===== src/sv/gawu_pkg.sv =====
// Types and constants of the weight store core.
`timescale 1ns / 1ps
`default_nettype none
package gawu_pkg;

  localparam int OP_W       = 2;
  localparam int KEY_W      = 10;
  localparam int VAL_W      = 32;
  localparam int CNT_W      = 7;
  localparam int COEF_W     = 16;
  localparam int LEN_W      = 11;
  localparam int CFG_IDX_W  = 2;
  localparam int CFG_DATA_W = 16;
  localparam int IN_DATA_W  = 48;
  localparam int OUT_DATA_W = 48;

  localparam logic [OP_W-1:0] OP_PUSH = 2'd0;
  localparam logic [OP_W-1:0] OP_PULL = 2'd1;

  localparam logic KIND_PULL = 1'b0;
  localparam logic KIND_ACK  = 1'b1;

  localparam logic [CFG_IDX_W-1:0] CFG_WORKERS = 2'd0;
  localparam logic [CFG_IDX_W-1:0] CFG_STEP    = 2'd1;
  localparam logic [CFG_IDX_W-1:0] CFG_SHRINK  = 2'd2;
  localparam logic [CFG_IDX_W-1:0] CFG_LENGTH  = 2'd3;

  localparam logic [CNT_W-1:0]  WORKERS_RST = 7'd1;
  localparam logic [COEF_W-1:0] STEP_RST    = 16'd9830;
  localparam logic [COEF_W-1:0] SHRINK_RST  = 16'd66;
  localparam logic [LEN_W-1:0]  LENGTH_RST  = 11'd1024;

  // norm: sum of squares, square root one result bit per step
  localparam int SUM_W      = 80;
  localparam int RAD_W      = 82;
  localparam int ROOT_W     = 41;
  localparam int REM_W      = 44;
  localparam int SQRT_STEPS = 41;
  // shrink term: restoring divide one quotient bit per step
  localparam int PROD_W     = 49;
  localparam int NUM_W      = 49;
  localparam int DEN_W      = 42;
  localparam int DREM_W     = 43;
  localparam int DIV_STEPS  = 49;
  localparam int ITC_W      = 6;
  localparam int WIDE_W     = 51;

  typedef enum logic [4:0] {
    ST_CLEAR,
    ST_IDLE,
    ST_PUSH_WR,
    ST_PULL_OUT,
    ST_ACK_OUT,
    ST_NORM_RD,
    ST_NORM_WAIT,
    ST_SQRT,
    ST_UPD_RD,
    ST_UPD_MUL,
    ST_UPD_RND,
    ST_UPD_W1,
    ST_UPD_LMUL,
    ST_UPD_DIVI,
    ST_UPD_DIV,
    ST_UPD_W2,
    ST_UPD_WR
  } state_e;

  typedef enum logic [1:0] {
    RD_INPUT,
    RD_HELD,
    RD_INDEX
  } rd_sel_e;

  typedef struct packed {
    logic    accept;
    rd_sel_e rd_sel;
    logic    grad_push;
    logic    cnt_inc;
    logic    cnt_clr;
    logic    idx_clr;
    logic    idx_inc;
    logic    clr_wr;
    logic    norm_clr;
    logic    norm_issue;
    logic    sqrt_start;
    logic    sqrt_step;
    logic    upd_mul;
    logic    upd_rnd;
    logic    upd_w1;
    logic    upd_lmul;
    logic    div_start;
    logic    div_step;
    logic    upd_w2;
    logic    upd_wr;
    logic    out_pull;
    logic    out_ack;
  } cmd_t;

  typedef struct packed {
    logic idx_last;
    logic idx_active;
    logic norm_end;
    logic pipe_busy;
    logic sqrt_done;
    logic div_done;
    logic norm_zero;
    logic last;
    logic due;
    logic out_free;
  } sts_t;

endpackage
`default_nettype wire


===== src/sv/gawu_ctrl.sv =====
// Controller: sequences clearing, requests, norm, square root and update sweep.
`timescale 1ns / 1ps
`default_nettype none
module gawu_ctrl (
  input  wire logic                          clk_i,
  input  wire logic                          rst_ni,
  input  wire logic                          s_tvalid_i,
  output logic                               s_tready_o,
  input  wire logic [gawu_pkg::OP_W-1:0]     s_op_i,
  input  wire logic                          s_last_i,
  input  wire gawu_pkg::sts_t                sts_i,
  output gawu_pkg::cmd_t                     cmd_o
);

  gawu_pkg::state_e state_q, state_d;

  always_ff @(posedge clk_i or negedge rst_ni) begin
    if (!rst_ni) state_q <= gawu_pkg::ST_CLEAR;
    else state_q <= state_d;
  end

  always_comb begin
    state_d = state_q;
    case (state_q)
      gawu_pkg::ST_CLEAR:
        if (sts_i.idx_last) state_d = gawu_pkg::ST_IDLE;
      gawu_pkg::ST_IDLE:
        if (s_tvalid_i) begin
          case (s_op_i)
            gawu_pkg::OP_PUSH: state_d = gawu_pkg::ST_PUSH_WR;
            gawu_pkg::OP_PULL: state_d = gawu_pkg::ST_PULL_OUT;
            default:           state_d = s_last_i ? gawu_pkg::ST_ACK_OUT : gawu_pkg::ST_IDLE;
          endcase
        end
      gawu_pkg::ST_PUSH_WR:
        if (!sts_i.last) state_d = gawu_pkg::ST_IDLE;
        else if (sts_i.due) state_d = gawu_pkg::ST_NORM_RD;
        else state_d = gawu_pkg::ST_ACK_OUT;
      gawu_pkg::ST_PULL_OUT, gawu_pkg::ST_ACK_OUT:
        if (sts_i.out_free) state_d = gawu_pkg::ST_IDLE;
      gawu_pkg::ST_NORM_RD:
        if (!sts_i.idx_active || sts_i.norm_end) state_d = gawu_pkg::ST_NORM_WAIT;
      gawu_pkg::ST_NORM_WAIT:
        if (!sts_i.pipe_busy) state_d = gawu_pkg::ST_SQRT;
      gawu_pkg::ST_SQRT:
        if (sts_i.sqrt_done) state_d = gawu_pkg::ST_UPD_RD;
      gawu_pkg::ST_UPD_RD:
        state_d = sts_i.idx_active ? gawu_pkg::ST_UPD_MUL : gawu_pkg::ST_UPD_WR;
      gawu_pkg::ST_UPD_MUL:  state_d = gawu_pkg::ST_UPD_RND;
      gawu_pkg::ST_UPD_RND:  state_d = gawu_pkg::ST_UPD_W1;
      gawu_pkg::ST_UPD_W1:
        state_d = sts_i.norm_zero ? gawu_pkg::ST_UPD_WR : gawu_pkg::ST_UPD_LMUL;
      gawu_pkg::ST_UPD_LMUL: state_d = gawu_pkg::ST_UPD_DIVI;
      gawu_pkg::ST_UPD_DIVI: state_d = gawu_pkg::ST_UPD_DIV;
      gawu_pkg::ST_UPD_DIV:
        if (sts_i.div_done) state_d = gawu_pkg::ST_UPD_W2;
      gawu_pkg::ST_UPD_W2:   state_d = gawu_pkg::ST_UPD_WR;
      gawu_pkg::ST_UPD_WR:
        state_d = sts_i.idx_last ? gawu_pkg::ST_ACK_OUT : gawu_pkg::ST_UPD_RD;
      default: state_d = gawu_pkg::ST_IDLE;
    endcase
  end

  always_comb begin
    cmd_o        = '0;
    cmd_o.rd_sel = gawu_pkg::RD_INDEX;
    s_tready_o   = 1'b0;
    case (state_q)
      gawu_pkg::ST_CLEAR: begin
        cmd_o.clr_wr  = 1'b1;
        cmd_o.idx_inc = !sts_i.idx_last;
        cmd_o.idx_clr = sts_i.idx_last;
      end
      gawu_pkg::ST_IDLE: begin
        s_tready_o   = 1'b1;
        cmd_o.rd_sel = gawu_pkg::RD_INPUT;
        cmd_o.accept = s_tvalid_i;
      end
      gawu_pkg::ST_PUSH_WR: begin
        cmd_o.rd_sel    = gawu_pkg::RD_HELD;
        cmd_o.grad_push = 1'b1;
        cmd_o.cnt_inc   = sts_i.last;
        cmd_o.norm_clr  = sts_i.last && sts_i.due;
        cmd_o.idx_clr   = sts_i.last && sts_i.due;
      end
      gawu_pkg::ST_PULL_OUT: begin
        cmd_o.rd_sel   = gawu_pkg::RD_HELD;
        cmd_o.out_pull = sts_i.out_free;
      end
      gawu_pkg::ST_ACK_OUT: cmd_o.out_ack = sts_i.out_free;
      gawu_pkg::ST_NORM_RD: begin
        cmd_o.norm_issue = sts_i.idx_active;
        cmd_o.idx_inc    = sts_i.idx_active;
      end
      gawu_pkg::ST_NORM_WAIT: begin
        cmd_o.sqrt_start = !sts_i.pipe_busy;
        cmd_o.idx_clr    = !sts_i.pipe_busy;
      end
      gawu_pkg::ST_SQRT:     cmd_o.sqrt_step = 1'b1;
      gawu_pkg::ST_UPD_MUL:  cmd_o.upd_mul   = 1'b1;
      gawu_pkg::ST_UPD_RND:  cmd_o.upd_rnd   = 1'b1;
      gawu_pkg::ST_UPD_W1:   cmd_o.upd_w1    = 1'b1;
      gawu_pkg::ST_UPD_LMUL: cmd_o.upd_lmul  = 1'b1;
      gawu_pkg::ST_UPD_DIVI: cmd_o.div_start = 1'b1;
      gawu_pkg::ST_UPD_DIV:  cmd_o.div_step  = 1'b1;
      gawu_pkg::ST_UPD_W2:   cmd_o.upd_w2    = 1'b1;
      gawu_pkg::ST_UPD_WR: begin
        cmd_o.upd_wr  = 1'b1;
        cmd_o.idx_inc = !sts_i.idx_last;
        cmd_o.cnt_clr = sts_i.idx_last;
      end
      default: ;
    endcase
  end

endmodule
`default_nettype wire


===== config.mk =====
export PLATFORM = sky130hd
export DESIGN_NAME = gawu_ctrl
export DESIGN_NICKNAME = d
export VERILOG_FILES = /design/src/sv/gawu_pkg.sv /design/src/sv/gawu_ctrl.sv
export SDC_FILE = /design/constraint.sdc
export NUM_CORES = 1
export LEC_CHECK = 0
export BUFFER_PORTS_ARGS = -buffer_cell sky130_fd_sc_hd__buf_2
export CAP_MARGIN = 25
export CORE_UTILIZATION = 25
export CTS_BUF_LIST = sky130_fd_sc_hd__clkbuf_4
export DETAILED_ROUTE_END_ITERATION = 16
export GPL_ROUTABILITY_DRIVEN = 0
export PLACE_DENSITY = 0.64
export SLEW_MARGIN = 20
export SYNTH_ARGS = -nofsm -noshare
export SYNTH_HDL_FRONTEND = slang
export SYNTH_SLANG_ARGS = --single-unit

===== constraint.sdc =====
create_clock -name clk_i -period 1.6 [get_ports clk_i]
set_input_delay 0 -clock clk_i [delete_from_list [all_inputs] [get_ports clk_i]]
set_output_delay 0 -clock clk_i [all_outputs]
set_load 0.1 [all_outputs]

---- Word level (Yosys, flattened, before mapping) ----
Index checks and enable logic that the tools add are counted.
cells by class
  mux-type cells .......................... 37
  reductions and logical operators ........ 11
  eq/ne operators ......................... 24
operators with widths
  kind                                            number
  one-hot mux 5 bit (16 select lines)             1
  2-to-1 mux 5 bit                                9
  == test 5 x 4 -> 1 bit (second input constant)  8
  == test 5 x 3 -> 1 bit (second input constant)  4
  2-to-1 mux 1 bit                                19
  != test 2 bit (second input constant)           7
  == test 5 x 2 -> 1 bit (second input constant)  2
  AND reduction 7 bit                             1
  2-to-1 mux 3 bit                                2
  one-hot mux 3 bit (2 select lines)              1
  OR reduction 2 bit                              3
  == test 5 x 1 -> 1 bit (second input constant)  1
  == test 5 bit (second input constant)           1
  zero test 5 bit                                 1
  2-to-1 mux 4 bit                                1
  one-hot mux 2 bit (2 select lines)              1
  zero test 1 bit                                 3
  one-hot mux 1 bit (3 select lines)              1
  == test 2 x 1 -> 1 bit (second input constant)  1
  zero test 2 bit                                 1
  2-to-1 mux 2 bit                                1
  one-hot mux 1 bit (2 select lines)              1
  logical AND 1 bit                               1
  logical OR 1 bit                                1
word-level totals
  word-level logic and storage cells ...... 73
  flip-flop bits (word level) ............. 5
  bits of input ports ..................... 16
  output and inout port bits .............. 24

---- Logic depth before layout (Yosys ltp) ----
Gate-level depths: netlist of run 1.
  depth after elaboration ................. 4
  depth in mapped cells ................... 6
  mapped depth without buffers ............ 5

---- Worst setup path before layout of run 1 ----
OpenSTA, ideal clock, no wires.
  path type ............................... flip-flop to output port
  from .................................... register state_q[2]
  to ...................................... output cmd_o[21] in the netlist's numbering
  cell stages (with the launch flop) ...... 5
  data required time ...................... 1.600 ns
  arrival time ............................ 5.840 ns
  path slack .............................. -4.240 ns
  buffers on the path ..................... 2
  cells stage by stage .................... dfrtp_1 buf_2 buf_1 nor4b_1 nor2_1
RTL lines
  item                    RTL line         RTL
  start, declared         gawu_ctrl.sv:15  gawu_pkg::state_e state_q, state_d;
  start signal, assigned  gawu_ctrl.sv:18  if (!rst_ni) state_q <= gawu_pkg::ST_CLEAR;
  start signal, assigned  gawu_ctrl.sv:19  else state_q <= state_d;
  end, declared           gawu_ctrl.sv:12  output gawu_pkg::cmd_t cmd_o

---- Worst setup path after layout of run 1 ----
  from .................................... register state_q[2]
  to ...................................... register state_q[2]
between the ends
  longest elaborated chain between the ends .. 4
  elaborated cells between the ends (all ways) .. 27
  classes of those cells .................. eq/ne: 23; mux: 1; reduce/logical: 3
ends and longest elaborated chain
  item                                                              RTL line         RTL
  == test 5 x 2 -> 1 bit or == test 5 x 3 -> 1 bit (tied branches)  gawu_ctrl.sv:24  case (state_q)
  OR reduction 2 bit                                                gawu_ctrl.sv:24
  != test 2 bit (no line)                                           -
  AND reduction 7 bit (no line)                                     -
Parallel ways exist; a longest one is shown, timed or not.
A chain may end at the register's enable or synchronous reset.

==> results_dict.tcl, run 1 <==
set metrics [dict create \
    crit_path_arrival_time_ns 1.94 \
    globalRouteTotalUtil_pct 22.3 \
    numCtsBuffers 3 \
    run_status "finished, violations left" \
    synthCells 106 \
    synth_sequential_area_ratio_pct 16.8 \
    start_kind "flop" \
    final.setup.worst_slack_ns -0.183 \
    critical_path.endpoint_type "flop" \
    row_count 19 \
    floorplan.die_area_sq_um 3200 \
    fp.coreArea_sq_um 2780 \
    post_route_cells_drive_above_1_share_pct 69.8 \
    critical_path.cell_chain "buf_6 > or3b_4 > a2111o_1 > and4_4 > a31oi_1" \
    crit_slowest_cell "sky130_fd_sc_hd__a2111o_1" \
    fmaxAchievable_mhz 561 \
    width_of_the_die_um 56.6 \
    worst-path-max-fanout 5 \
    netlist_area_sq_um 744 \
    port-buffer-count 39 \
    synth-main-ff-cell "sky130_fd_sc_hd__dfrtp_1" \
    first_pass_grt_wire_length_um 5600 \
    vertical_die_dimension_um 56.6 \
    timing.critical_path.slowest_cell_delay_ns 0.45 \
    drt_pre_antenna_iters 4 \
    maxCapViolCount 0 \
    registers.top_by_ff_count "state_q" \
    finalSetupViolations 17 \
    routed_wl_um 3640 \
    routedWlPerCell_um 17.1 \
    antenna_found_initial 0 \
    num_vias 1202 \
    htreeDepth 1 \
    largest_reg_flops 5 \
    slew_headroom_pct 75.9 \
    final_layout_net_count 199 \
    setup.worst_path.class "flop to flop" \
    drtIter0Drc 20 \
    postRouteAntennaNets 0 \
    count_of_cell_types_in_the_netlist 41 \
    areaGrowthSynthToFinish_pct 163 \
    hold_vio_cnt_final 0 \
    postSynth.asyncResetShare_pct 100 \
    syn_area_per_cell_sq_um 7.02 \
    clock-skew-final_ns 0.00434 \
    setup-tns-final_ns -1.80 \
    critical_path.top_delay_family "simple AND/OR/NAND/NOR gates" \
    max_slew.worst_pin.slew_ns 0.356 \
    synth_seq_cells 5 \
    synth_edf_count 0 \
    drcViolationCount 0 \
    number_of_global_route_vias_before_repair 1212 \
    antenna-diode-count 0 \
    synth_warnings 0 \
    grt.overflow.total 0 \
    path_clk_slew_ns 0.05 \
    grt_setup_unrepaired "true" \
    fin_crit_ns 1.78 \
    timing.reg2reg.setup_slack_ns -0.18 \
    clock_tree_from_tritoncts "yes" \
    max-clock-path-buffers 2 \
    crit_required_ns 1.76 \
    clkLatencyLatePin_ns 0.24 \
    initial_utilization_pct 26.8 \
    io_pins 40 \
    clk_root_buffer_cell "sky130_fd_sc_hd__clkbuf_4" \
    number_of_nets_produced_by_synthesis 122 \
    fillerInstances 196 \
    dp.final_hpwl_um 2480 \
    grt_max_degree 14 \
    violations_in_the_final_reports "setup timing" \
    numClockSinks 5 \
    layout_top_registers "state_q: 5 flops" \
    period_share_pct 111 \
    avgViaCountPerCell 5.64 \
    worst_hold_path_type "input port to async pin" \
    crit_buf_inv 1 \
    maxSlewViolCount 0 \
]
## cells in the mapped netlist, drive strengths merged, types with 2 or more instances
cell,n,area [sq um]
nand3b,4,30.0
a31oi,4,25.0
clkbuf,5,18.8
nor3,11,55.1
nor4,2,12.5
a211o,2,17.5
dfrtp,5,125
a21oi,4,20.0
nor2b,5,31.3
and2,4,25.0
nor4b,3,26.3
a21o,2,15.0
or3,2,12.5
o21ai,4,20.0
nand2b,5,31.3
and4b,2,20.0
buf,5,28.8
nor2,12,45.0
and3,2,12.5
nand2,3,11.3
inv,2,7.51
## what timing repair did
action / in CTS / in global routing
gates resized for setup: 13 / 16
endpoints found under the hold margin: 5 / 0
pin swaps: 7 / 5
setup buffers: 4 / 8
hold buffers: 1 / 0
setup endpoints to repair: 20 / 23
gates cloned: 0 / 0
## worst reg2reg max path, delay by kind of cell, from the launching register on
kind / cells / cell delay (ns)
compound gates: 2 / 0.59
flops: 1 / 0.37
buf+inv: 1 / 0.12
simple gates: 2 / 0.62
## cell usage in the layout, fill, tap and decap left out, types with 4 or more instances in the layout
master / netlist / routed
sky130_fd_sc_hd__buf_4: 0 / 30
sky130_fd_sc_hd__buf_12: 0 / 25
sky130_fd_sc_hd__buf_2: 2 / 15
sky130_fd_sc_hd__buf_6: 1 / 9
sky130_fd_sc_hd__nor3_4: 0 / 7
sky130_fd_sc_hd__nor2_4: 0 / 5
sky130_fd_sc_hd__nand3b_1: 4 / 4
sky130_fd_sc_hd__nor2_1: 12 / 4
sky130_fd_sc_hd__o21ai_0: 4 / 4
sky130_fd_sc_hd__a21oi_1: 4 / 4
sky130_fd_sc_hd__nor2b_1: 5 / 4
## stage by stage
stage                     hold slack (ns)  instances  setup WS (ns)  instance area, sq um  util [%]
after floorplan                    -0.296        106         -0.971                   962         -
after detailed placement           -0.181        196        -0.0805                  1700      61.0
after global placement             -0.185        196       -0.00944                  1700      61.0
after global routing                0.114        213         -0.241                  1960      70.4
after CTS                          0.0963        205         -0.147                  1820      65.6
final                              0.0892        213         -0.183                  1960      70.4
## final timing paths
| kind | from | cells past startpoint | endpoint |
|---|---|---|---|
| worst max-delay path | state_q[2] | 5 | state_q[2] |
| worst min-delay path | rst_ni | 2 | state_q[2] |
| worst max register to register | state_q[2] | 5 | state_q[2] |
| worst min register to register | state_q[4] | 3 | state_q[4] |
| max in group asynchronous | rst_ni | 2 | state_q[4] |
| min in group clk_i | sts_i[3] | 3 | state_q[4] |
## layer usage
layer	share of wire (%)	routed length [um]	GRT usage, %	up-vias
li1	-	-	-	549
met4	3.1	114	10.8	0
met3	7.0	253	4.84	10
met1	37	1350	25.2	583
met5	0	0	0	-
met2	53	1920	39.2	60
## cells by family (layout without fill, tap and decap cells)
family	count (synthesis)	count (layout)	synth area share, %
AND/OR/NAND/NOR	64	64	52.3
flip-flops	5	5	16.8
AO/OA/AOI/OAI	25	25	23.5
buffers and inverters	12	88	7.40
## cell type report
type	instances	area, sq um	share of cell area, %
Clock buffer	3	22.5	1.15
Clock inverter	1	5.00	0.255
Inverter	2	11.3	0.575
Multi-Input combinational cell	89	811	41.4
Sequential cell	5	129	6.58
Tap cell	31	38.8	1.98
Timing Repair Buffer	82	942	48.1
Power of run 1 is left out: the tool's default activity adds up to more than one toggle a clock period on the data nets, which glitch-free logic cannot reach.
==> run 2: changes to the inputs <==
--- a/config.mk
+++ b/config.mk
@@ -7,6 +7,7 @@
 export LEC_CHECK = 0
 export BUFFER_PORTS_ARGS = -buffer_cell sky130_fd_sc_hd__buf_2
 export CAP_MARGIN = 25
+export CORE_MARGIN = 4
 export CORE_UTILIZATION = 25
 export CTS_BUF_LIST = sky130_fd_sc_hd__clkbuf_4
 export DETAILED_ROUTE_END_ITERATION = 16
==> run 2 against run 1 <==
Against the previous run: the flow still finishes with violations (setup timing); sequential cell count unchanged; via count decreased by 0.50%; critical path depth increased by 2; die area increased by 22%; non-clock buffer count increased by 1; first-iteration DRC count increased to 3.1 times the previous value; global-route usage decreased by 4.0 points; utilization increased by 0.92 points; critical endpoint is now state_q[0].
==> results_dict.tcl, run 2 (synthesis gave the netlist of run 1 again) <==
set metrics [dict create \
    run_status "finished, violations left" \
    violations_in_the_final_reports "setup timing" \
    vertical_die_dimension_um 62.6 \
    path_clk_slew_ns 0.04 \
    crit_buf_inv 3 \
    max_slew.worst_pin.slew_ns 0.464 \
    layout_top_registers "state_q: 5 flops" \
    width_of_the_die_um 62.6 \
    crit_slowest_cell "sky130_fd_sc_hd__dfrtp_1" \
    clk_root_buffer_cell "sky130_fd_sc_hd__clkbuf_4" \
    grt_use_met1_pct 20.2 \
    antenna-diode-count 0 \
    floorplan.die_area_sq_um 3920 \
    drcViolationCount 0 \
    grt_max_degree 13 \
    largest_reg_flops 5 \
    period_share_pct 109 \
    initial_utilization_pct 26.5 \
    io_pins 40 \
    worst-path-max-fanout 10 \
    slew_headroom_pct 69.0 \
    grt.overflow.total 0 \
    final_layout_net_count 200 \
    crit_path_arrival_time_ns 1.87 \
    met2_global_route_usage_pct 33.6 \
    busiest_layer_in_global_routing "met2" \
    routedWlPerCell_um 18.3 \
    finalSetupViolations 18 \
    clock-skew-final_ns 0.000355 \
    drt_pre_antenna_iters 4 \
    critical_path.top_delay_family "simple AND/OR/NAND/NOR gates" \
    num_vias 1196 \
    fin_crit_ns 1.75 \
    worst_hold_path_type "input port to async pin" \
    port-buffer-count 39 \
    worst_path_most_repeated_cell "sky130_fd_sc_hd__buf_4" \
    first_pass_grt_wire_length_um 5730 \
    start_kind "flop" \
    fmaxAchievable_mhz 572 \
    grt_setup_unrepaired "true" \
    fin_util_pct 71.4 \
    critical_path.endpoint_type "flop" \
    most-common-layout-cells "24 x sky130_fd_sc_hd__buf_12, 24 x sky130_fd_sc_hd__buf_4, 18 x sky130_fd_sc_hd__buf_6" \
    final.setup.worst_slack_ns -0.148 \
    areaGrowthSynthToFinish_pct 169 \
    globalRouteTotalUtil_pct 18.2 \
    clkLatencyLatePin_ns 0.25 \
    number_of_global_route_vias_before_repair 1201 \
    maxSlewViolCount 0 \
    avgViaCountPerCell 5.59 \
    crit_required_ns 1.72 \
    setup.worst_path.class "flop to flop" \
    timing.critical_path.slowest_cell_delay_ns 0.38 \
    dp.final_hpwl_um 2670 \
    critical_path.cell_chain "buf_4 > nor3_4 > buf_4 > buf_4 > and4b_1 > nor3_1 > a31oi_4" \
    clock_tree_from_tritoncts "yes" \
    row_count 19 \
    fp.coreArea_sq_um 2810 \
    post_route_cells_drive_above_1_share_pct 70.5 \
    registers.top_by_ff_count "state_q" \
    antenna_found_initial 0 \
    maxCapViolCount 0 \
    postRouteAntennaNets 0 \
    htreeDepth 1 \
    max-clock-path-buffers 2 \
    grtUsageMet3_pct 2.16 \
    drtIter0Drc 61 \
    routed_wl_um 3910 \
    numCtsBuffers 3 \
    hold_vio_cnt_final 0 \
    numClockSinks 5 \
]
-- run 2: metal layers --
layer,vias up,share of wire [%]
li1,555,-
met2,62,52
met4,0,4.9
met5,-,0
met1,560,38
met3,19,5.9
-- run 2: area by class of cell --
type	count	area, sq um
tap	31	38.8
multi-input combinational	89	841
inverter	2	11.3
sequential	5	128
timing repair buffer	83	953
clock buffer	4	30.0
fill	187	803
-- run 2: final timing paths --
path,start,endpoint,depth (start not counted),slack [ns]
min,rst_ni,state_q[0],2,0.09
min reg2reg,state_q[4],state_q[3],3,0.81
min in group clk_i,sts_i[4],state_q[3],3,0.09
max,state_q[1],state_q[0],7,-0.15
max reg2reg,state_q[1],state_q[0],7,-0.15
max in group asynchronous,rst_ni,state_q[3],2,1.37
-- run 2: metrics by stage --
| stage | cells | instance area (sq um) | TNS, ns | worst slack, ns | hold WS (ns) |
|---|---|---|---|---|---|
| after floorplan | 106 | 962 | -6.02 | -0.971 | -0.296 |
| after global placement | 194 | 1680 | 0 | 0.0151 | -0.185 |
| after detailed placement | 194 | 1680 | -0.136 | -0.0935 | -0.182 |
| after CTS | 211 | 1910 | -1.18 | -0.151 | 0.0681 |
| after global routing | 214 | 2000 | -2.43 | -0.199 | 0.0926 |
| final | 214 | 2000 | -1.43 | -0.148 | 0.0881 |
-- run 2: worst reg2reg max path, delay by kind of cell (launching register included) --
| family | cells | cell delay [ns] |
|---|---|---|
| AND/OR/NAND/NOR | 3 | 0.60 |
| flip-flops | 1 | 0.38 |
| AO/OA/AOI/OAI | 1 | 0.13 |
| buffers and inverters | 3 | 0.50 |
-- run 2: what timing repair did --
item | in CTS | in global routing
hold endpoints to repair | 5 | 0
pin swaps | 7 | 21
buffers inserted | 12 | 5
resized for setup | 25 | 17
setup endpoints to repair | 21 | 25
hold buffers | 1 | 0
Power of run 2 is left out for the same reason.
